### src/hw/rtl/ftd_pkg.sv
package ftd_pkg;

   localparam int MAX_FRAC_DIGITS = 9;
   localparam int INT_DIGITS      = 10;
   localparam int BCD_DIGITS      = 10;
   localparam int BCD_W           = 4 * BCD_DIGITS;
   localparam int BIN_W           = 32;
   localparam int FDIG_W          = 30;
   localparam int PROD_W          = 54;
   localparam int REM_W           = 24;
   localparam int DABBLE_STAGES   = 4;
   localparam int MAX_CHARS       = 1 + INT_DIGITS + 1 + MAX_FRAC_DIGITS;

   localparam logic [31:0] INT_LIMIT = (INT_DIGITS >= 10) ? 32'd2147483647
                                                          : 32'(10**INT_DIGITS - 1);

   localparam logic [7:0] CHAR_ZERO  = 8'h30;
   localparam logic [7:0] CHAR_POINT = 8'h2E;
   localparam logic [7:0] CHAR_MINUS = 8'h2D;

   localparam logic [3:0] FRAC_DIGITS_RESET = 4'd2;

   typedef struct packed {
      logic       neg;
      logic       sat;
      logic [3:0] k;
   } meta_type;

   typedef struct packed {
      meta_type           meta;
      logic [BIN_W-1:0]   int_bin;
      logic [BCD_W-1:0]   int_bcd;
      logic [BIN_W-1:0]   frac_bin;
      logic [BCD_W-1:0]   frac_bcd;
   } conv_type;

   function automatic logic [FDIG_W-1:0] pow10(input logic [3:0] k);
      logic [FDIG_W-1:0] r;
      case (k)
         4'd0:    r = 30'd1;
         4'd1:    r = 30'd10;
         4'd2:    r = 30'd100;
         4'd3:    r = 30'd1000;
         4'd4:    r = 30'd10000;
         4'd5:    r = 30'd100000;
         4'd6:    r = 30'd1000000;
         4'd7:    r = 30'd10000000;
         4'd8:    r = 30'd100000000;
         4'd9:    r = 30'd1000000000;
         default: r = 30'd1;
      endcase
      return r;
   endfunction

   // eight shift-and-add-3 steps
   function automatic logic [BCD_W-1:0] dabble8(input logic [BCD_W-1:0] bcd_i,
                                                 input logic [7:0] bits_i);
      logic [BCD_W-1:0] acc;
      acc = bcd_i;
      for (int b = 7; b >= 0; b--) begin
         for (int d = 0; d < BCD_DIGITS; d++) begin
            if (acc[d*4 +: 4] >= 4'd5) begin
               acc[d*4 +: 4] = acc[d*4 +: 4] + 4'd3;
            end
         end
         acc = {acc[BCD_W-2:0], bits_i[b]};
      end
      return acc;
   endfunction

endpackage

### src/hw/rtl/ftd_emit.sv
module ftd_emit (
   input  logic                 clock,
   input  logic                 reset,
   input  logic                 in_valid,
   input  ftd_pkg::conv_type    in_data,
   output logic                 load,
   output logic                 rsp_valid,
   input  logic                 rsp_ready,
   output logic [7:0]           rsp_character,
   output logic                 rsp_last_char,
   output logic                 rsp_saturated
);
   import ftd_pkg::*;

   logic                 text_valid_ff, text_valid_in;
   meta_type             meta_ff;
   logic [BCD_W-1:0]     int_bcd_ff;
   logic [BCD_W-1:0]     frac_bcd_ff;
   logic [3:0]           n_ff, n_in;
   logic [4:0]           len_ff, len_in;
   logic [4:0]           idx_ff, idx_in;

   logic                 rsp_valid_ff, rsp_valid_in;
   logic [7:0]           char_ff, char_in;
   logic                 last_ff, sat_ff;

   logic                 out_adv;
   logic                 is_last;
   logic [4:0]           p;
   logic [3:0]           di;

   // integer digit count from the leading non-zero BCD digit
   always_comb begin
      n_in = 4'd1;
      for (int d = 1; d < BCD_DIGITS; d++) begin
         if (in_data.int_bcd[d*4 +: 4] != 4'd0) begin
            n_in = 4'(d + 1);
         end
      end
      if (n_in > 4'(INT_DIGITS)) begin
         n_in = 4'(INT_DIGITS);
      end
      len_in = 5'(in_data.meta.neg) + 5'(n_in)
             + ((in_data.meta.k != 4'd0) ? (5'(in_data.meta.k) + 5'd1) : 5'd0);
   end

   assign out_adv = !rsp_valid_ff || rsp_ready;
   assign is_last = (idx_ff + 5'd1) == len_ff;
   assign load    = in_valid && (!text_valid_ff || (out_adv && is_last));

   always_comb begin
      p  = idx_ff - 5'(meta_ff.neg);
      di = 4'd0;
      char_in = CHAR_POINT;
      if (meta_ff.neg && idx_ff == 5'd0) begin
         char_in = CHAR_MINUS;
      end else if (p < 5'(n_ff)) begin
         di      = 4'(5'(n_ff) - 5'd1 - p);
         char_in = CHAR_ZERO + {4'd0, int_bcd_ff[di*4 +: 4]};
      end else if (p == 5'(n_ff)) begin
         char_in = CHAR_POINT;
      end else begin
         di      = 4'(5'(meta_ff.k) + 5'(n_ff) - p);
         char_in = CHAR_ZERO + {4'd0, frac_bcd_ff[di*4 +: 4]};
      end
   end

   always_comb begin
      text_valid_in = text_valid_ff;
      idx_in        = idx_ff;
      rsp_valid_in  = rsp_valid_ff;
      if (out_adv) begin
         rsp_valid_in = text_valid_ff;
         if (text_valid_ff) begin
            idx_in = idx_ff + 5'd1;
            if (is_last) begin
               text_valid_in = 1'b0;
            end
         end
      end
      if (load) begin
         text_valid_in = 1'b1;
         idx_in        = 5'd0;
      end
   end

   always_ff @(posedge clock) begin
      if (reset) begin
         text_valid_ff <= 1'b0;
         idx_ff        <= 5'd0;
         len_ff        <= 5'd0;
         rsp_valid_ff  <= 1'b0;
      end else begin
         text_valid_ff <= text_valid_in;
         idx_ff        <= idx_in;
         rsp_valid_ff  <= rsp_valid_in;
         if (load) begin
            len_ff <= len_in;
         end
      end
   end

   always_ff @(posedge clock) begin
      if (load) begin
         meta_ff     <= in_data.meta;
         int_bcd_ff  <= in_data.int_bcd;
         frac_bcd_ff <= in_data.frac_bcd;
         n_ff        <= n_in;
      end
      if (out_adv && text_valid_ff) begin
         char_ff <= char_in;
         last_ff <= is_last;
         sat_ff  <= meta_ff.sat;
      end
   end

   assign rsp_valid     = rsp_valid_ff;
   assign rsp_character = char_ff;
   assign rsp_last_char = last_ff;
   assign rsp_saturated = sat_ff;

`ifndef SYNTHESIS
   a_idx_in_range: assert property (@(posedge clock) disable iff (reset)
      text_valid_ff |-> idx_ff < len_ff)
      else $error("emit index beyond text length");
   a_len_bounds: assert property (@(posedge clock) disable iff (reset)
      text_valid_ff |-> (len_ff >= 5'd1 && len_ff <= 5'(MAX_CHARS)))
      else $error("text length out of range");
   a_text_held: assert property (@(posedge clock) disable iff (reset)
      (out_adv && text_valid_ff && !is_last) |=> text_valid_ff)
      else $error("text dropped before its last character");
`endif

endmodule
### config.mk
export PLATFORM = sky130hd
export DESIGN_NAME = ftd_emit
export DESIGN_NICKNAME = d
export VERILOG_FILES = /design/src/hw/rtl/ftd_pkg.sv /design/src/hw/rtl/ftd_emit.sv
export SDC_FILE = /design/constraint.sdc
export NUM_CORES = 1
export LEC_CHECK = 0
export BUFFER_PORTS_ARGS = -buffer_cell sky130_fd_sc_hd__buf_2
export CAP_MARGIN = 40
export CORE_MARGIN = 5
export CORE_UTILIZATION = 43
export CTS_BUF_LIST = sky130_fd_sc_hd__clkbuf_4
export CTS_CLUSTER_DIAMETER = 30
export DETAILED_ROUTE_END_ITERATION = 16
export GPL_TIMING_DRIVEN = 0
export PLACE_DENSITY_LB_ADDON = 0.25
export SYNTH_ARGS = -nofsm -noshare
export SYNTH_HDL_FRONTEND = slang
export SYNTH_SLANG_ARGS = --single-unit
### constraint.sdc
create_clock -name clock -period 5.25 [get_ports clock]
set_input_delay 0.525 -clock clock [delete_from_list [all_inputs] [get_ports clock]]
set_output_delay 0.525 -clock clock [all_outputs]
set_load 0.03 [all_outputs]
Yosys cells after proc, flatten, opt, wreduce, memory -nomap -nowiden
Index checks and enable logic that the tools add are counted. Widths: inputs -> output; s select.

Add/sub/neg operators: 11. $lt $le $gt $ge: 2. Equality and inequality tests: 2. Shifts and indexed selects: 2. Multiplexer cells: 17. Reduce and logical (&&, ||, !) cells: 22.

Operators by type and width (number): $shiftx 40x7->4 (2); $reduce_bool 4->1 (10); $mux 4 (9); $add 6x4->7 const A (2); $mux 7 (2); $sub 4x4->4 (2); $add 1x4->5 (1); $add 4x1->5 const B (1); $add 5x1->5 const B (1); $add 5x5->5 (1); $eq 5x4->1 (1); $eq 5x5->1 (1); $logic_not 5->1 (1); $lt 5x4->1 (1); $mux 5 (1); $sub 5x1->5 (1); $add 4x4->4 (1); $gt 4x4->1 const B (1); $logic_and 1x1->1 (4); $mux 1 (4); $sub 4x1->4 const B (1); $logic_not 1->1 (2); $logic_or 1x1->1 (2); $mux 2 (1); other kinds (3) (3).

Register bits after elaboration: 112. Bits of input ports: 154. Word-level logic and storage cells: 69.

Logic depth before layout (Yosys ltp)
Depth in word-level cells: 14. Mapped depth: 16. Depth with buffers taken out: 14.

Least setup slack after synthesis
Ideal clock, no wire load.

Path type: register to register. Start: reg idx_ff[0]. End: reg char_ff[0] (netlist: rsp_character[0]), data pin. Setup time: 0.265 ns. Arrival time: 3.317 ns. Path slack: 1.667 ns. Cell stages (with the launch flop): 16. Path buffers: 3. Period minus slack after synthesis: 3.583 ns. Cell sequence: dfxtp_1 inv_1 ha_1 inv_1 ha_1 clkbuf_1 buf_2 inv_1 ha_1 inv_1 fa_1 clkbuf_1 mux4_2 mux2i_1 a211oi_1 or3_1.

Word-level cells in the longest chain between the ends: 6. Elaborated cells between the ends (all ways): 13.

Ends and longest elaborated chain: start: declaration (RTL line ftd_emit.sv:21) `logic [4:0] idx_ff, idx_in;`; start signal: assignment (RTL line ftd_emit.sv:95) `idx_ff <= idx_in;`; $sub 5x1->5 (RTL line ftd_emit.sv:52) `p = idx_ff - 5'(meta_ff.neg);`; $sub 4x4->4 (RTL line ftd_emit.sv:63) `di = 4'(5'(meta_ff.k) + 5'(n_ff) - p);`; $shiftx 40x7->4 (RTL line ftd_emit.sv:64) `char_in = CHAR_ZERO + {4'd0, frac_bcd_ff[di*4 +: 4]};`; $add 6x4->7 (RTL line ftd_emit.sv:64); $mux 7 (RTL line ftd_emit.sv:60) `end else if (p == 5'(n_ff)) begin`; $mux 7 (RTL line ftd_emit.sv:57) `end else if (p < 5'(n_ff)) begin`; end signal: assignment (RTL line ftd_emit.sv:111) `char_ff <= char_in;`; end: declaration (RTL line ftd_emit.sv:24) `logic [7:0] char_ff, char_in;`.

Several ways; a longest one is shown, not always the timed one. A chain may end at the register's enable or synchronous reset.

Final worst setup path
Ends and elaborated chain as after synthesis.

==> qor.csv <==
metric,value,unit
status,"complete, no violations",
Overflow after GRT,0,
via count,3032,
Combinational Power Share,30.2,%
P_int,1.45,mW
GPL Wtd Cong,0.798,
Crit path arrival time,4.42,ns
final core occ,51.5,%
Max-slew headroom,53.2,%
"EDFF count, synth",97,
maximum vdd ir drop,193,µV
clk_skew,0.0156,ns
drt first-iter violations,162,
leak pwr,2.33,nW
Root Buffer,clkbuf_4,
crit path launch type,register,
Worst EP required,5.50,ns
Rows,39,
"Hold Vio Cnt, Final",0,
CTS tree,yes,
die area,14100,µm²
unrepaired setup endpoints after global routing,no,
worst-path fanout max,10,
postcts setup bufs,0,
WL final,9760,µm
clock share of power,18.5,%
H-tree levels,3,
cts repair resizes,0,
"Primary FF master, synth",edfxtp_1,
yosys warns,0,
CTS sink cnt,109,
fillers,995,
Sw Share,30.9,%
Vias/cell,5.07,
Reg power frac,51.3,%
clk_lat worst skew,0.48,ns
final slew viol count,0,
Final Critical Period,4.17,ns
pre-CTS setup slack,0.995,ns
setup TNS,0,ns
Die W,119,µm
Initial Util,44.3,%
Net Switching,646,µW
clock buffer depth,2,
multi-input logic area,1810,µm²
CTS Buf Count,9,
Core Footprint,11500,µm²
Routed wire per std cell,16.3,µm
Crit Path Class,register to register,
Synth-to-Final Area Change,16.2,%
post-route insts no fill,598,
unique cell type count in the Yosys netlist,47,
Max-Cap Viols,0,
"Hold-fix buffers, CTS",0,
pwr dens,353,nW/µm²
first-pass GRT wire length,15800,µm
GRT Util Overall,14.3,%
hold crit path type,primary input to register,
largest net degree at the start of global routing,59,
"flops & latches, synth",109,
Avg Inst Size Synth,15.1,µm²
Die H,119,µm
most common cell in the netlist,edfxtp_1,
fraction of registers with async set/reset,0,%
Synth top area share,57.1,%
cell taking the most area after synthesis,edfxtp_1,
Crit. End Element,register,
I/O Pins,166,
Synth area leaders,"edfxtp_1 57%, mux4_2 7.1%, dfxtp_1 4.7%",
Final WS setup,1.08,ns
drt first pass iters,6,
Fmax,240,MHz
ANT cells,0,
PortBufs,98,
worst-margin pin slew,0.703,ns
vias in the first global route,3247,
# setup viols final,0,
synth cell count leaders,"97 x edfxtp_1, 22 x nor2_1, 19 x ha_1, 18 x inv_1, 16 x mux4_2",
Syn Inst Count,339,
period utilisation layout,79.5,%
sequential fraction of the synthesis area,61.8,%
drt drc,0,
clock-pin slew on the worst setup and hold paths,0.17,ns
nets,629,
Placed Cells,582,
sequential cell area,3150,µm²
antenna violations before repair,0,
share of cells above drive strength 1,33.4,%
Final ANT Viol Nets,0,
post-DP HPWL,7670,µm
Mapped Area,5100,µm²
## registers in the layout, indices dropped and copies added (netlist names), 4 cells and up
register,flops
frac_bcd_ff,40
idx_ff,5
int_bcd_ff,40
len_ff,5
meta_ff,6
n_ff,4
rsp_character,5
## through the flow
step,area [µm²],hold WS (ns),total power [mW]
final,5930,0.201,2.09
after CTS,5930,0.156,2.12
after global routing,5930,0.145,2.22
after detailed placement,5810,0.421,1.74
after floorplan,5110,0.400,1.55
after global placement,5780,0.409,1.72
## layer usage
metal  global-route usage, %  vias to the layer above  part of all wire [%]
met3                    5.12                        6                   6.5
met2                    24.4                       87                    51
li1                        -                     1505                     -
met4                    3.69                        0                  0.72
met5                       0                        -                     0
met1                    17.5                     1434                    42
## power groups by stage
stage,clock network (mW),registers (mW),logic (mW)
after CTS,0.403,1.07,0.644
after detailed placement,0,1.09,0.642
after global placement,0,1.09,0.623
after floorplan,0,1.11,0.446
after global routing,0.438,1.08,0.701
final,0.388,1.07,0.631
## critical path, stage by stage, from the launching register on
cell and delay, ns:
dfxtp_1 0.50, inv_1 0.11, ha_1 0.33, inv_1 0.05
ha_1 0.26, clkbuf_1 0.19, buf_2 0.27, inv_1 0.09
ha_1 0.16, inv_1 0.05, fa_1 0.47, clkbuf_1 0.48
mux4_2 0.40, mux2i_1 0.19, a211oi_1 0.09, or3_1 0.31
## layout by cell type, fill, tap and decap left out, drive strengths merged, types with 3 or more instances in the layout
cell	instances
fa	6
nor3	7
mux2i	14
buf	107
nand2	14
nand2b	3
nor2b	3
nor2	22
inv	23
edfxtp	97
a21oi	12
conb	3
nor4	6
or3	3
mux4	16
mux2	7
dfxtp	12
nand3	7
xor2	10
or4	4
nor3b	3
xnor2	11
ha	19
a21o	4
clkbuf	14
nand4	3
## cell families after synthesis
family | count (synthesis) | share of synthesized area (%)
multiplexers | 37 | 11.4
other | 2 | 0.147
AO/OA/AOI/OAI | 33 | 4.44
AND/OR/NAND/NOR | 80 | 8.26
flip-flops | 109 | 61.8
XOR/XNOR | 22 | 4.22
buffers and inverters | 31 | 2.79
adder cells (fa/ha/maj) | 25 | 7.01
## path summary, 6_finish.rpt
path | start | slack (ns) | to | cells past startpoint
worst max-delay path | idx_ff[0]$_SDFFE_PP0P_ | 1.08 | rsp_character[0]$_SDFFCE_PP1P_ | 15
worst min-delay path | in_data[72] | 0.20 | int_bcd_ff[0]$_DFFE_PP_ | 1
worst max register to register | idx_ff[0]$_SDFFE_PP0P_ | 1.08 | rsp_character[0]$_SDFFCE_PP1P_ | 15
worst min register to register | meta_ff[4]$_DFFE_PP_ | 0.45 | rsp_saturated$_DFFE_PP_ | 0
## cell type report
class / count / share of cell area (%)
multi-input combinational: 200 / 30.6
buffer: 13 / 1.31
sequential: 109 / 53.2
clock buffer: 9 / 1.14
inverter: 18 / 1.14
timing repair buffer: 99 / 8.74
clock inverter: 7 / 0.908
tap: 143 / 3.02
Power figures use the tool's default switching activity.
