**config.mk**
```make
export PLATFORM = sky130hd
export DESIGN_NAME = ftd_dabble
export DESIGN_NICKNAME = d
export VERILOG_FILES = /design/src/hw/rtl/ftd_pkg.sv /design/src/hw/rtl/ftd_dabble.sv
export SDC_FILE = /design/constraint.sdc
export NUM_CORES = 1
export LEC_CHECK = 0
export BUFFER_PORTS_ARGS = -buffer_cell sky130_fd_sc_hd__clkbuf_2
export CAP_MARGIN = 20
export CORE_AREA = 2 2 260 262
export CTS_BUF_LIST = sky130_fd_sc_hd__clkbuf_8
export CTS_CLUSTER_DIAMETER = 150
export CTS_CLUSTER_SIZE = 14
export DETAILED_ROUTE_END_ITERATION = 10
export DIE_AREA = 0 0 262 264
export PLACE_DENSITY = 0.51
export SLEW_MARGIN = 40
export SYNTH_ARGS = -nofsm -noshare
export SYNTH_HDL_FRONTEND = slang
export SYNTH_SLANG_ARGS = --single-unit
export TNS_END_PERCENT = 50
```
**constraint.sdc**
```tcl
create_clock -name clock -period 23.9 [get_ports clock]
set_input_delay 3.585 -clock clock [delete_from_list [all_inputs] [get_ports clock]]
set_output_delay 3.585 -clock clock [all_outputs]
set_load 0.05 [all_outputs]
```
**src/hw/rtl/ftd_pkg.sv**
```systemverilog
package ftd_pkg;

   localparam int MAX_FRAC_DIGITS = 9;
   localparam int INT_DIGITS      = 10;
   localparam int BCD_DIGITS      = 10;
   localparam int BCD_W           = 4 * BCD_DIGITS;
   localparam int BIN_W           = 32;
   localparam int FDIG_W          = 30;
   localparam int PROD_W          = 54;
   localparam int REM_W           = 24;
   localparam int DABBLE_STAGES   = 4;
   localparam int MAX_CHARS       = 1 + INT_DIGITS + 1 + MAX_FRAC_DIGITS;

   localparam logic [31:0] INT_LIMIT = (INT_DIGITS >= 10) ? 32'd2147483647
                                                          : 32'(10**INT_DIGITS - 1);

   localparam logic [7:0] CHAR_ZERO  = 8'h30;
   localparam logic [7:0] CHAR_POINT = 8'h2E;
   localparam logic [7:0] CHAR_MINUS = 8'h2D;

   localparam logic [3:0] FRAC_DIGITS_RESET = 4'd2;

   typedef struct packed {
      logic       neg;
      logic       sat;
      logic [3:0] k;
   } meta_type;

   typedef struct packed {
      meta_type           meta;
      logic [BIN_W-1:0]   int_bin;
      logic [BCD_W-1:0]   int_bcd;
      logic [BIN_W-1:0]   frac_bin;
      logic [BCD_W-1:0]   frac_bcd;
   } conv_type;

   function automatic logic [FDIG_W-1:0] pow10(input logic [3:0] k);
      logic [FDIG_W-1:0] r;
      case (k)
         4'd0:    r = 30'd1;
         4'd1:    r = 30'd10;
         4'd2:    r = 30'd100;
         4'd3:    r = 30'd1000;
         4'd4:    r = 30'd10000;
         4'd5:    r = 30'd100000;
         4'd6:    r = 30'd1000000;
         4'd7:    r = 30'd10000000;
         4'd8:    r = 30'd100000000;
         4'd9:    r = 30'd1000000000;
         default: r = 30'd1;
      endcase
      return r;
   endfunction

   // eight shift-and-add-3 steps
   function automatic logic [BCD_W-1:0] dabble8(input logic [BCD_W-1:0] bcd_i,
                                                 input logic [7:0] bits_i);
      logic [BCD_W-1:0] acc;
      acc = bcd_i;
      for (int b = 7; b >= 0; b--) begin
         for (int d = 0; d < BCD_DIGITS; d++) begin
            if (acc[d*4 +: 4] >= 4'd5) begin
               acc[d*4 +: 4] = acc[d*4 +: 4] + 4'd3;
            end
         end
         acc = {acc[BCD_W-2:0], bits_i[b]};
      end
      return acc;
   endfunction

endpackage

```
**src/hw/rtl/ftd_dabble.sv**
```systemverilog
module ftd_dabble (
   input  logic                 clock,
   input  logic                 reset,
   input  logic                 adv,
   input  logic                 in_valid,
   input  ftd_pkg::conv_type    in_data,
   output logic                 out_valid,
   output ftd_pkg::conv_type    out_data
);
   import ftd_pkg::*;

   logic     valid_ff;
   conv_type data_ff, data_in;

   always_comb begin
      data_in          = in_data;
      data_in.int_bcd  = dabble8(in_data.int_bcd, in_data.int_bin[BIN_W-1 -: 8]);
      data_in.frac_bcd = dabble8(in_data.frac_bcd, in_data.frac_bin[BIN_W-1 -: 8]);
      data_in.int_bin  = in_data.int_bin << 8;
      data_in.frac_bin = in_data.frac_bin << 8;
   end

   always_ff @(posedge clock) begin
      if (reset) begin
         valid_ff <= 1'b0;
      end else if (adv) begin
         valid_ff <= in_valid;
      end
   end

   always_ff @(posedge clock) begin
      if (adv) begin
         data_ff <= data_in;
      end
   end

   assign out_valid = valid_ff;
   assign out_data  = data_ff;

endmodule

```
After elaboration in Yosys (flattened, before gate mapping)

Cells that the tools add are included.

Flip-flop bits (word level): 135
Bits in latches: 0
Memory bits (writable): 0
ROM bits: 0
Input port bits: 154
Logic and storage cells: 488
Memories: 0

Add/subtract/negate cells: 160
Multiply operators: 0
Div/mod/pow operators: 0
Order comparisons: 160
Eq/ne operators: 0
Shift operators: 0
Mux-type cells: 160
Bitwise logic cells: 0
Reductions and logical operators: 0

Operator list:

| kind                | count |
|---|---|
| $ge 4x3->1 const B  | 160 |
| $add 4x2->4 const B | 144 |
| $mux 4              | 144 |
| $add 3x2->3 const B | 16 |
| $mux 3              | 16 |

Logic depth before layout (Yosys ltp)

Gate-level depths: netlist of the first run.

Word-level depth: 16
Mapped depth: 35

Worst setup path before layout of the first run

OpenSTA, ideal clock, no wires.

Path kind: input-to-reg
Start: in in_data[88] in the netlist's numbering
End: reg data_ff, in the netlist out_data[91], data pin
Arrival time: 10.009 ns
Required time: 23.748 ns
Setup slack: 13.738 ns
Stages on the path: 32
Path buffers: 1
Cell sequence: clkbuf_1 > inv_1 > ha_1 > nor2b_1 > o21ai_0 > nor2_1 > inv_1 > ha_1 > o21bai_1 > a211oi_1 > nor2_1 > inv_1 > ha_1 > o21bai_1 > a211oi_1 > ha_1 > o22ai_1 > o21ai_0 > a21oi_1 > ha_1 > o21ai_0 > a222oi_1 > a21oi_1 > o211a_1 > and4_4 > or3_4 > nor2_1 > ha_1 > o21ai_0 > a31oi_1 > or3b_2 > o21ai_0

RTL lines:

| element              | RTL line         | source |
|---|---|---|
| from (decl)          | ftd_dabble.sv:6  | `input ftd_pkg::conv_type in_data,` |
| to (signal assigned) | ftd_dabble.sv:33 | `data_ff <= data_in;` |
| to (decl)            | ftd_dabble.sv:13 | `conv_type data_ff, data_in;` |

==> metrics.txt, run 1 <==
core area 0.0666 mm^2; Register Area 0.00404 mm^2; setup violators final 0; final wirelength ~63 mm; Root Buffer clkbuf_8; Die Span X 262 um; asr flop ratio synth 0; Avg Synthesized Cell Area 7.45 um^2; drt initial violations approximately 1.6k; Mapped Area 0.0236 mm^2; RSZ-0062 raised after global routing no; fin. max-slew vios 0; WL/cell about 15 um; Filler Cells Inserted 7,019; Port-buffer cells 288; most area-hungry cell type in the Yosys netlist edfxtp_1; Via density 5.68; FMAX around 90 MHz; Tcrit/Tclk final 0.456; GRT Resource Usage Total 0.177; Syn Inst Count 3,174; final hold violation count 0; first-pass GRT wire length 105 mm; EDFF count, synth between 100 and 150; critical path endpoint category register; largest net degree at the start of global routing 74; Clock Skews 0 ps; clock buffer depth 2; Slew @ Worst Pin 828 ps; initial core utilization 0.355; Worst setup SP type primary input; Post-synth top flop edfxtp_1; nets@finish 3,670; Unique masters post-synth 108; Overflow after GRT 0; gp weighted congestion 0.826; top-area cell type share of the netlist area 0.170; synthesized flop and latch total roughly 140; most frequent cells in the layout clkbuf_2, a21oi_1, nor2_1, o21ai_0, nand2_1; top cells by area, synth edfxtp_1, ha_1, a21oi_1; CP max stage delay 530 ps; Syn-to-layout area delta 11.5%; Max Cap Viol 0; Post-route DRC 0; Critical Path Fanout Max 14; Synth warnings 0; layout cells sized above 1 0.151; TritonCTS clock tree built; Seq/Total Area, Yosys 0.171; clk sink count between 100 and 150; clk_lat worst skew 530 ps; Worst-path clk slew between 100 and 150 ps; hold_buf cts 0; crit path kind in2reg; area of the multi-input gates 0.0185 mm^2; setup bufs post-CTS 0; relative slew slack 0.432; H-tree depth 4; via count 24.3k; Slowest-stage cell, CP xnor2_1; hold crit path type reg2reg; vias in the first global route 21.9k; antenna viol nets, final 0; status finished clean; TNS Setup 0 ps; Worst path most repeated cell ha_1; # IOs approximately 310; Final min period 10,910 ps; HPWL Detailed 48.9 mm; initial antenna violation count 4; die height 264 um; std cell rows 95; Req. time, crit path 24,170 ps; commonest non-fill, non-tap cell in the layout clkbuf_2; crit path DAT around 11,000 ps; full die area between 0.06 and 0.07 mm^2; PostCTS Resize Cnt 0; cts bufs inserted 17; Pre-Repair DR Iteration Count 5
[worst max-delay path, delay by kind of cell]
kind	cells	cell delay, ps
AO/OA/AOI/OAI	13	3410
adder cells (fa/ha/maj)	6	1510
AND/OR/NAND/NOR	5	1030
XOR/XNOR	2	760
buffers and inverters	5	570
multiplexers	1	290
[metal layers]
layer | share of wire | up-vias | wire length (um) | global-route usage
met5 | 0.00063 | - | 40 | 0
met4 | 0.017 | 6 | 1090 | 0.0432
met3 | 0.042 | 60 | 2640 | 0.0351
met2 | 0.47 | 433 | 29600 | 0.297
met1 | 0.47 | 11141 | 30000 | 0.232
li1 | - | 12624 | - | -
[cell usage after synthesis, types with 92 or more instances]
cell type  count
a21oi_1      278
nor2_1       263
o21ai_0      247
nand2_1      235
inv_1        180
edfxtp_1     134
ha_1         130
mux2i_1      110
clkbuf_1      95
nand3_1       95
xnor2_1       93
nor3_1        92
[sequential cells by signal (all words and copies together), names as in the netlist]
register	flops
out_data	134
out_valid	1
[cells by family after synthesis]
group	after synthesis	share of synthesized area
adders and majority gates	145	0.0751
other	1	0.000159
buffers and inverters	318	0.0551
DFF	135	0.171
and+or+nand+nor	1015	0.212
muxes	163	0.0719
AOI/OAI and AO/OA	1274	0.367
xor gates and xnor gates	123	0.0476
[final cells by class]
cell class	instances	area share
inverter	191	0.0273
clock inverter	15	0.00764
tap	873	0.0414
antenna	2	0.000190
sequential	135	0.153
timing repair buffer	305	0.0606
clock buffer	17	0.00887
multi-input combinational	2736	0.701
[metrics by stage]
step	instances	utilization	instance area (um^2)	hold slack (ps)	setup slack (ps)
after detailed placement	4239	0.388	25800	493	12460
after global routing	4273	0.396	26400	546	12220
after global placement	4239	0.387	25800	485	12560
final	4274	0.396	26400	516	12990
after CTS	4271	0.394	26200	521	13030
after floorplan	3189	-	23700	733	13740
[final timing paths]
check	start	endpoint	slack, ps	cells after the start
worst min register to register	out_valid$_SDFFE_PP0P_	out_valid$_SDFFE_PP0P_	520	2
worst max register to register	out_valid$_SDFFE_PP0P_	out_valid$_SDFFE_PP0P_	23300	2
worst max-delay path	in_data[17]	out_data[23]$_DFFE_PP_	12990	32
worst min-delay path	out_valid$_SDFFE_PP0P_	out_valid$_SDFFE_PP0P_	520	2
Power of run 1 is not shown: default switching activity piles up to over one toggle a cycle in this logic, so the estimate is an artifact.
==> run 2: changes to the inputs <==
Clock period 23.9 ns to 10.3 ns, I/O delays scaled along.
==> run 2 against run 1 <==
  * Global-route usage down 0.11 points
  * Clock skew unchanged
  * Flip-flop and latch count unchanged
  * Routed wire length down 1.2%
  * Critical path depth down 1
  * Final cell count up 0.23%
  * Via count about the same
  * Core utilization about the same
  * Non-clock buffer count up 10
  * Worst hold slack worse by 7.8 ps
  * Sequential share of layout area about the same
  * Die area unchanged
  * Highest routed layer unchanged
==> metrics.txt, run 2 (same netlist as run 1, synthesis figures left out) <==
Critical Path Fanout Max 13 (-1); Final WS setup 1540 ps (-11,450 ps); status finished clean; final wirelength 62.6 mm (-1.2%); Req. time, crit path 10,660 ps (-13,510 ps); clk_lat worst skew 500 ps (-30 ps); antenna viol nets, final 0 (unchanged); CP max stage delay 740 ps (+210 ps); Hold Worst Slack 508 ps (-7.80 ps); final core occ 0.396 (about the same); commonest non-fill, non-tap cell in the layout clkbuf_2; hold crit path type reg2reg; Via density 5.67 (-0.18%); hold_buf cts 0 (unchanged); Root Buffer clkbuf_8; max reg flops 134 (unchanged); most frequent cells in the layout clkbuf_2, a21oi_1, nor2_1, o21ai_0, nand2_1; Tcrit/Tclk final 0.851; Slew @ Worst Pin 784 ps (-43.9 ps); final hold violation count 0 (unchanged); die height 264 um (unchanged); Reg2Reg Depth 2 (unchanged); H-tree depth 4 (unchanged); RSZ-0062 raised after global routing no; fin. max-slew vios 0 (unchanged); Overflow after GRT 0 (unchanged); via count 24.3k (+0.049%); setup bufs post-CTS 0 (unchanged); WL/cell 14.6 um (-1.4%); Syn-to-layout area delta 11.6% (about the same); initial core utilization 0.355 (unchanged); critical path endpoint category register; hold endpoint out_valid$_SDFFE_PP0P_; cts bufs inserted 17 (unchanged); clk sink count 135 (unchanged); initial antenna violation count 6 (+2); Port-buffer cells 288 (unchanged); worst r2r src out_valid$_SDFFE_PP0P_; nets@finish 3,680 (+0.27%); Pre-Repair DR Iteration Count 5 (unchanged); Worst Setup Slack post-DPL 1090 ps (-11,370 ps); Worst path most repeated cell ha_1; gp weighted congestion 0.836 (+1.2%); Crit path max-delay family compound AO/OA/AOI/OAI gates; core area 0.0666 mm^2 (unchanged); critical hold path startpoint out_valid$_SDFFE_PP0P_; relative slew slack 0.462 (+0.0301); largest net degree at the start of global routing 71 (-4.1%); Clock Skews 0 ps (unchanged); crit path kind in2reg; Max Cap Viol 0 (unchanged); Hold Path Stages 2 (unchanged); Slowest-stage cell, CP a2111oi_4; first-pass GRT wire length 105 mm (-0.34%); Die Span X 262 um (unchanged); PostCTS Resize Cnt 0 (unchanged); setup slack, reg-to-reg 9720 ps (-13,580 ps); Final min period 8760 ps; FMAX approximately 110 MHz; TritonCTS clock tree built; full die area 0.0692 mm^2 (unchanged); std cell rows 95 (unchanged); setup violators final 0 (unchanged); Worst-path clk slew 100 ps (about the same); Worst setup SP type primary input; TNS Setup 0 ps (unchanged); HPWL Detailed 48.5 mm (-0.82%); GRT Resource Usage Total 0.176 (-0.00109); drt initial violations 1,615 (+2.5%); crit path DAT 9120 ps (-2060 ps); # IOs 305 (unchanged); Reg2Reg Capture Point out_valid$_SDFFE_PP0P_; Post-route DRC 0 (unchanged); clock buffer depth 2 (unchanged); worst path buffer plus inverter count 4 (-1); vias in the first global route 21.8k (-0.27%); layout cells sized above 1 0.153 (+0.00132)
==> run 2: cell types whose count changed in the layout (fill, tap and decap cells not counted), moves of 2 or more <==
cell        before  now
buf_4           15   25
clkinvlp_4       0    2
inv_8            4    7
clkinv_8         7    4
==> run 2: cell type report <==
type / count / area, um^2
multi-input cells: 2736 / 18500
diodes: 2 / 5.00
clock inverters: 15 / 176
fillers: 6975 / 40200
flip-flops and latches: 135 / 4040
inverters: 191 / 719
repair buffers: 315 / 1650
clock buffers: 17 / 234
well taps: 873 / 1090
==> run 2: through the flow <==
stage / cells / area, um^2
6_report: 4284 / 26400
4_1_cts: 4281 / 26300
3_3_place_gp: 4249 / 25900
3_5_place_dp: 4249 / 25900
2_1_floorplan: 3189 / 23700
5_1_grt: 4284 / 26400
==> run 2: worst max-delay path by stage <==
stage | startpoint | endpoint | cells after the start
after floorplan | in_data[88] | out_data[91]$_DFFE_PP_ | 32
after global placement | in_data[85] | out_data[94]$_DFFE_PP_ | 30
after detailed placement | in_data[8] | out_data[23]$_DFFE_PP_ | 28
after CTS | in_data[8] | out_data[23]$_DFFE_PP_ | 28
after global routing | in_data[88] | out_data[94]$_DFFE_PP_ | 31
final | in_data[88] | out_data[94]$_DFFE_PP_ | 31
==> run 2: layer usage <==
| metal | GRT usage | vias up | share of wire |
|---|---|---|---|
| met2 | 0.301 | 391 | 0.47 |
| met1 | 0.231 | 11203 | 0.47 |
| met3 | 0.0307 | 47 | 0.040 |
| li1 | - | 12627 | - |
| met5 | 0 | - | 0.00075 |
| met4 | 0.0360 | 8 | 0.014 |
==> run 2: worst reg2reg max path: stages, from the launching register on <==
cell     delay (ps)
dfxtp_1         320
mux2i_1         120
nor2_1           50
Power of run 2 is left out for the same reason.
