<file path="src/hw/rtl/ftd_pkg.sv">
package ftd_pkg;

   localparam int MAX_FRAC_DIGITS = 9;
   localparam int INT_DIGITS      = 10;
   localparam int BCD_DIGITS      = 10;
   localparam int BCD_W           = 4 * BCD_DIGITS;
   localparam int BIN_W           = 32;
   localparam int FDIG_W          = 30;
   localparam int PROD_W          = 54;
   localparam int REM_W           = 24;
   localparam int DABBLE_STAGES   = 4;
   localparam int MAX_CHARS       = 1 + INT_DIGITS + 1 + MAX_FRAC_DIGITS;

   localparam logic [31:0] INT_LIMIT = (INT_DIGITS >= 10) ? 32'd2147483647
                                                          : 32'(10**INT_DIGITS - 1);

   localparam logic [7:0] CHAR_ZERO  = 8'h30;
   localparam logic [7:0] CHAR_POINT = 8'h2E;
   localparam logic [7:0] CHAR_MINUS = 8'h2D;

   localparam logic [3:0] FRAC_DIGITS_RESET = 4'd2;

   typedef struct packed {
      logic       neg;
      logic       sat;
      logic [3:0] k;
   } meta_type;

   typedef struct packed {
      meta_type           meta;
      logic [BIN_W-1:0]   int_bin;
      logic [BCD_W-1:0]   int_bcd;
      logic [BIN_W-1:0]   frac_bin;
      logic [BCD_W-1:0]   frac_bcd;
   } conv_type;

   function automatic logic [FDIG_W-1:0] pow10(input logic [3:0] k);
      logic [FDIG_W-1:0] r;
      case (k)
         4'd0:    r = 30'd1;
         4'd1:    r = 30'd10;
         4'd2:    r = 30'd100;
         4'd3:    r = 30'd1000;
         4'd4:    r = 30'd10000;
         4'd5:    r = 30'd100000;
         4'd6:    r = 30'd1000000;
         4'd7:    r = 30'd10000000;
         4'd8:    r = 30'd100000000;
         4'd9:    r = 30'd1000000000;
         default: r = 30'd1;
      endcase
      return r;
   endfunction

   // eight shift-and-add-3 steps
   function automatic logic [BCD_W-1:0] dabble8(input logic [BCD_W-1:0] bcd_i,
                                                 input logic [7:0] bits_i);
      logic [BCD_W-1:0] acc;
      acc = bcd_i;
      for (int b = 7; b >= 0; b--) begin
         for (int d = 0; d < BCD_DIGITS; d++) begin
            if (acc[d*4 +: 4] >= 4'd5) begin
               acc[d*4 +: 4] = acc[d*4 +: 4] + 4'd3;
            end
         end
         acc = {acc[BCD_W-2:0], bits_i[b]};
      end
      return acc;
   endfunction

endpackage

</file>
<file path="src/hw/rtl/ftd_front.sv">
module ftd_front (
   input  logic                 clock,
   input  logic                 reset,
   input  logic                 adv,
   input  logic                 in_valid,
   input  logic [31:0]          value_bits,
   input  logic [3:0]           frac_digits,
   output logic                 out_valid,
   output ftd_pkg::conv_type    out_data
);
   import ftd_pkg::*;

   // stage 1: unpack and split
   logic                 s1_valid_ff;
   meta_type             s1_meta_ff, s1_meta_in;
   logic [31:0]          s1_ipart_ff, s1_ipart_in;
   logic [REM_W-1:0]     s1_rem_ff, s1_rem_in;
   logic [5:0]           s1_sh_ff, s1_sh_in;

   logic        sign;
   logic [7:0]  expo;
   logic [22:0] frac;
   logic [23:0] mant;
   logic [7:0]  sh_full;
   logic [2:0]  up_sh;
   logic [3:0]  k_c;
   logic        big;

   always_comb begin
      sign    = value_bits[31];
      expo    = value_bits[30:23];
      frac    = value_bits[22:0];
      mant    = (expo == 8'd0) ? {1'b0, frac} : {1'b1, frac};
      k_c     = (frac_digits > 4'(MAX_FRAC_DIGITS)) ? 4'(MAX_FRAC_DIGITS) : frac_digits;
      big     = (expo == 8'hFF) || (expo >= 8'd158);
      sh_full = (expo == 8'd0) ? 8'd149 : (8'd150 - expo);
      up_sh   = 3'(expo - 8'd150);
      s1_ipart_in = 32'd0;
      s1_rem_in   = '0;
      s1_sh_in    = 6'd0;
      if (big) begin
         s1_ipart_in = 32'd0;
      end else if (expo >= 8'd150) begin
         s1_ipart_in = {8'd0, mant} << up_sh;
      end else if (sh_full >= 8'd32) begin
         s1_rem_in = mant;
         s1_sh_in  = (sh_full > 8'd63) ? 6'd63 : 6'(sh_full);
      end else begin
         s1_ipart_in = {8'd0, mant} >> sh_full[4:0];
         s1_rem_in   = mant & 24'((32'd1 << sh_full[4:0]) - 32'd1);
         s1_sh_in    = 6'(sh_full);
      end
      s1_meta_in.neg = sign && (mant != 24'd0) && !((expo == 8'hFF) && (frac != 23'd0));
      s1_meta_in.sat = big || (s1_ipart_in > INT_LIMIT);
      s1_meta_in.k   = k_c;
   end

   // stage 2: fraction times 10^k
   logic                 s2_valid_ff;
   meta_type             s2_meta_ff;
   logic [31:0]          s2_ipart_ff;
   logic [5:0]           s2_sh_ff;
   logic [PROD_W-1:0]    s2_prod_ff, s2_prod_in;

   assign s2_prod_in = PROD_W'(s1_rem_ff) * PROD_W'(pow10(s1_meta_ff.k));

   // stage 3: scale back down, apply saturation
   logic                 s3_valid_ff;
   conv_type             s3_data_ff, s3_data_in;
   logic [PROD_W-1:0]    fdig_full;

   always_comb begin
      fdig_full           = s2_prod_ff >> s2_sh_ff;
      s3_data_in.meta     = s2_meta_ff;
      s3_data_in.int_bin  = s2_meta_ff.sat ? INT_LIMIT : s2_ipart_ff;
      s3_data_in.frac_bin = s2_meta_ff.sat ? '0 : {2'b00, fdig_full[FDIG_W-1:0]};
      s3_data_in.int_bcd  = '0;
      s3_data_in.frac_bcd = '0;
   end

   always_ff @(posedge clock) begin
      if (reset) begin
         s1_valid_ff <= 1'b0;
         s2_valid_ff <= 1'b0;
         s3_valid_ff <= 1'b0;
      end else if (adv) begin
         s1_valid_ff <= in_valid;
         s2_valid_ff <= s1_valid_ff;
         s3_valid_ff <= s2_valid_ff;
      end
   end

   always_ff @(posedge clock) begin
      if (adv) begin
         s1_meta_ff  <= s1_meta_in;
         s1_ipart_ff <= s1_ipart_in;
         s1_rem_ff   <= s1_rem_in;
         s1_sh_ff    <= s1_sh_in;
         s2_meta_ff  <= s1_meta_ff;
         s2_ipart_ff <= s1_ipart_ff;
         s2_sh_ff    <= s1_sh_ff;
         s2_prod_ff  <= s2_prod_in;
         s3_data_ff  <= s3_data_in;
      end
   end

   assign out_valid = s3_valid_ff;
   assign out_data  = s3_data_ff;

endmodule

</file>
<file path="config.mk">
export PLATFORM = sky130hd
export DESIGN_NAME = ftd_front
export DESIGN_NICKNAME = d
export VERILOG_FILES = /design/src/hw/rtl/ftd_pkg.sv /design/src/hw/rtl/ftd_front.sv
export SDC_FILE = /design/constraint.sdc
export NUM_CORES = 2
export LEC_CHECK = 0
export BUFFER_PORTS_ARGS = -buffer_cell sky130_fd_sc_hd__clkbuf_2
export CAP_MARGIN = 30
export CORE_ASPECT_RATIO = 0.75
export CORE_MARGIN = 1
export CORE_UTILIZATION = 55
export DETAILED_ROUTE_END_ITERATION = 7
export HOLD_SLACK_MARGIN = 0.06
export MAX_ROUTING_LAYER = met4
export PLACE_DENSITY = 0.76
export SLEW_MARGIN = 5
export SYNTH_ARGS = -nofsm -noshare
export SYNTH_HDL_FRONTEND = slang
export SYNTH_SLANG_ARGS = --single-unit
export TNS_END_PERCENT = 5
</file>
<file path="constraint.sdc">
create_clock -name clock -period 9.7 [get_ports clock]
set_input_delay 2.91 -clock clock [delete_from_list [all_inputs] [get_ports clock]]
set_output_delay 2.91 -clock clock [all_outputs]
set_load 0.01 [all_outputs]
</file>
* Word level (Yosys, flattened, before mapping)
Memories as Yosys holds them, arrays and structs flattened. A register that Yosys moved wholly into a read port is not among the register bits. Cells that the tools add are included.
Cells by class: add/subtract/negate cells 3, multiply operators 1, $lt $le $gt $ge 6, eq/ne operators 1, shifts and indexed selects 4, multiplexer cells 10, bitwise gates (word level) 1, reduce and logical (&&, ||, !) cells 10
Operators by type and width (number):
- $mux W32 | 3
- $mul A24 B30 Y54 | 1
- $shr A54 B6 Y30 | 1
- $mux W24 | 2
- $gt A32 B31 Y1 const B | 1
- $shl A24 B3 Y32 | 1
- $shr A24 B5 Y32 | 1
- $and A24 B24 Y24 | 1
- $reduce_bool A24 Y1 | 1
- $shl A1 B5 Y24 const A | 1
- $sub A24 B1 Y24 const B | 1
- $reduce_bool A23 Y1 | 1
- $ge A8 B8 Y1 const B | 2
- $mux W6 | 2
- $eq A8 B8 Y1 const B | 1
- $ge A8 B6 Y1 const B | 1
- $gt A8 B6 Y1 const B | 1
- $logic_not A8 Y1 | 1
- $mux W4 | 2
- $mux W8 | 1
- $sub A8 B8 Y8 const A | 1
- $gt A4 B4 Y1 const B | 1
- $logic_and A1 B1 Y1 | 3
- $sub A3 B3 Y3 const B | 1
- other kinds (3) | 4
Storage, ports and cells: flip-flop bits (word level) 239, memory bits (read-only) 480, bits of input ports 40, output and inout bits 151, word-level logic and storage cells 58, memories 1
Memory list:
- (no name shown) | words 16, bits a word 30, read ports 1, clocked after memory_dff 1, wr ports 0, RTL line ftd_pkg.sv:39 | case (k)

* Longest topological paths before layout
depth in word-level cells 8, depth in mapped cells 26, depth with buffers taken out 24

* Least setup slack after synthesis
No wires, ideal clock.
path kind flip-flop to flip-flop, from reg with a tool-made name, to reg s2_prod_ff[52] (data pin), setup time 0.261 ns, data arrival time 6.574 ns, required time 9.439 ns, setup slack 2.866 ns, cell stages (with the launch flop) 24, path buffers 1, clock period less this slack 6.834 ns, cells stage by stage dfxtp_1 clkbuf_1 nand2_1 inv_1 fa_1 fa_1 inv_1 fa_1 fa_1 inv_1 fa_1 fa_1 inv_1 fa_1 inv_1 ha_1 a21oi_1 o21ai_0 a311o_1 a21o_1 a31oi_1 a21oi_1 or4b_1 o311a_1
RTL lines:
- end signal: assignment | RTL line ftd_front.sv:102 | s2_prod_ff <= s2_prod_in;
- end: declaration | RTL line ftd_front.sv:63 | logic [PROD_W-1:0] s2_prod_ff, s2_prod_in;

* Worst setup path in the final report
from reg s1_rem_ff[8], to reg s2_prod_ff[52] (data pin)
Between the ends: longest elaborated chain between the ends 1
RTL lines:
- start: declaration | RTL line ftd_front.sv:17 | logic [REM_W-1:0] s1_rem_ff, s1_rem_in;
- start signal: assignment | RTL line ftd_front.sv:97 | s1_rem_ff <= s1_rem_in;
- $mul A24 B30 Y54 | RTL line ftd_front.sv:65 | assign s2_prod_in = PROD_W'(s1_rem_ff) * PROD_W'(pow10(s1_meta_ff.k));
- via s2_prod_in[52] | RTL line ftd_front.sv:63
The timed path passes the listed nets, and every way through them passes these cells. A chain may end at the register's enable or synchronous reset.

==> results.md <==
- Status: complete, no violations
- Post-CTS Setup Repair Bufs: 0
- Top-area cell type share of the netlist area: 32.6%
- Max Slew Vio Count: 0
- # hold bufs at CTS: 0
- Die area: 0.0699 mm^2
- #FFs+latches synth: 257
- Largest stage delay, worst path: 1.00 ns
- Clock sinks: 257
- Count leader, synth: inv_1
- Antenna violations before repair: 0
- DP HPWL: 81.6 mm
- Synthesis-to-layout area growth: 5.84%
- Seq pwr share: 14.7%
- Slowest CP cell: edfxtp_1
- Pint: 6.37 mW
- CTS max path bufs: 3
- Global route overflow: 0
- Yosys cell types: 84
- Final setup vio count: 0
- Clk slew on worst S/H paths: 0.06 ns
- Worst vdd ir: 0.649 mV
- Synth Warn #: 0
- Tot Pwr: 13.1 mW
- Lkg Pwr: 19.2 nW
- Pin count of the biggest net entering global routing: 111
- WS Path Type: flop to flop
- Avg Inst Size Synth: 9.72 um^2
- Tightest Hold Check Type: flop to flop
- TritonCTS buffer count: 30
- Required time worst endpoint: 10.05 ns
- Layout Skew: 0.0330 ns
- I/O Buffers: 107
- Fmax achieved: 124 MHz
- I/O Pins: 191
- Vias in the first global route: 27700
- First-pass GRT wire length: 162 mm
- Crit share post-route: 83.1%
- Die H: 229 um
- Worst-margin pin slew: 1.02 ns
- DRC Markers: 0
- CP Launch Type: flop
- CP Capture Type: flop
- Sw Ratio: 51.6%
- Via density: 5.79
- Netlist Area Pre-Place: 0.0379 mm^2
- Routed WL per cell: 21.5 um
- PD cells: 328 mW/mm^2
- Placer congestion estimate: 0.995
- Crit path DAT: 8.40 ns
- Worst Path Max Fanout: 23
- DRT antenna net count: 0
- Worst path cell trace: and2_1 -> inv_1 -> fa_1 -> inv_1 -> fa_1 -> inv_1 -> fa_1 -> fa_1 -> inv_1 -> fa_1 -> fa_1 -> inv_1 -> fa_1 -> inv_1 -> ha_1 -> a21oi_1 -> o21ai_0 -> o41ai_1 -> a21boi_0 -> a31oi_1 -> a21oi_1 -> or4b_1 -> o311a_1
- Fin. Hold Viols: 0
- Clock root cell: clkbuf_16
- Hold Worst Slack: 0.418 ns
- Cts repair resizes: 0
- Main synth FF type: edfxtp_1
- Gate power share: 76.8%
- Worst relative slew slack: 32.0%
- Row cnt: 82
- Share of post-route cells with drive strength above 1: 9.20%
- Mapped Cells: 3895
- CTS H-tree lvls: 1
- Psw: 6.77 mW
- Number of diodes: 0
- GRT Overall Usage: 31.0%
- Max-Cap Viols: 0
- Largest area contributor in the synthesized netlist: fa_1
- Final Critical Period: 8.06 ns
- DRT Wirelength: 103 mm
- Post-synth EDFFs: 231
- Top cells by count, synth: inv_1, fa_1, nand2_1
- TritonRoute pass-1 iters: 5
- Post-synthesis sequential area ratio: 19.7%
- Starting DRT DRC Count: 2667
- Die Width: 305 um
- Top cells by area, synth: fa_1, edfxtp_1, inv_1
- CTS tree: done
- Fin nets: 4750
- Core region area: 0.0674 mm^2
- Clock power share: 8.5%
- Async SR Flop Fraction: 0%
- Via Count: 27838
- CP dominant cell by count: fa_1
- Setup TNS: 0 ns
- Initial core utilization: 56.2%
- Unrepaired setup endpoints after global routing: false
- Clk Latency, worst-skew pair: 0.60 ns
==> power groups by stage <==
stage,Sequential (mW),Clock [mW],Combinational (mW)
CTS,1.94,1.14,9.95
global route,1.95,1.19,11.2
global placement,1.96,0,9.73
detailed placement,1.96,0,9.84
floorplan,1.86,0,7.33
finish,1.93,1.12,10.1
==> layer usage <==
layer  track usage [%]  wire [um]  up-vias
li1                  -          -    12185
met1              45.3      44400    13955
met2              41.8      43100     1525
met3              9.97      13400      173
met4              6.58       2460        0
met5                 -          0        -
==> through the flow <==
stage	cell area (um^2)	util, %	setup slack [ns]	std cells
5_1_grt	40100	59.4	1.33	4805
3_3_place_gp	38800	57.6	1.89	4737
3_5_place_dp	38900	57.7	1.76	4742
4_1_cts	39900	59.2	1.73	4797
2_1_floorplan	38200	-	2.87	3977
6_report	40100	59.4	1.64	4805
==> final timing paths <==
path | startpoint | to | slack, ns | cells after the start
min | s1_ipart_ff[25] | s2_ipart_ff[25] | 0.42 | 0
max reg2reg | s1_rem_ff[8] | s2_prod_ff[52] | 1.64 | 23
min reg2reg | s1_ipart_ff[25] | s2_ipart_ff[25] | 0.42 | 0
max | s1_rem_ff[8] | s2_prod_ff[52] | 1.64 | 23
==> worst max-delay path: cells and delay by family (launching register included) <==
kind,cells,cell delay [ns]
AO/OA/AOI/OAI,7,1.38
adder cells (fa/ha/maj),8,3.87
buffers and inverters,6,0.44
flip-flops,1,1.00
AND/OR/NAND/NOR,2,1.11
==> final cells by class <==
cell class / count / area, um^2
fillers: 5682 / 27300
clock buffers: 37 / 818
clock inverters: 18 / 158
multi-input cells: 2698 / 26500
inverters: 740 / 2780
flip-flops and latches: 257 / 7460
well taps: 882 / 1100
repair buffers: 173 / 1220
==> flip-flops by register name, indices dropped and copies added, names as in the netlist, named ones only <==
signal,cells
out_data,67
out_valid,1
s1_ipart_ff,31
s1_meta_ff,6
s1_rem_ff,24
s1_sh_ff,6
s1_valid_ff,1
s2_ipart_ff,31
s2_meta_ff,6
s2_prod_ff,54
s2_sh_ff,6
s2_valid_ff,1
==> cells by family (layout without fill, tap and decap cells) <==
family | after synthesis | after routing | synth area share [%]
adder cells (fa/ha/maj) | 810 | 810 | 39.0
flip-flops | 257 | 257 | 19.7
other | 1 | 83 | 0.00991
AND/OR/NAND/NOR | 1080 | 1080 | 13.8
AO/OA/AOI/OAI | 446 | 446 | 7.45
XOR/XNOR | 65 | 65 | 1.50
multiplexers | 214 | 214 | 7.45
buffers and inverters | 1022 | 968 | 11.0
==> layout by cell type (no fill, tap or decap), drive strengths merged, types with 88 or more instances in the layout <==
cell,count
clkbuf,143
nand2,440
inv,741
nor2,159
o21ai,88
edfxtp,231
and2,319
ha,194
fa,616
mux2i,132
a21oi,155
No activity file was read; power rests on OpenSTA's default activity.
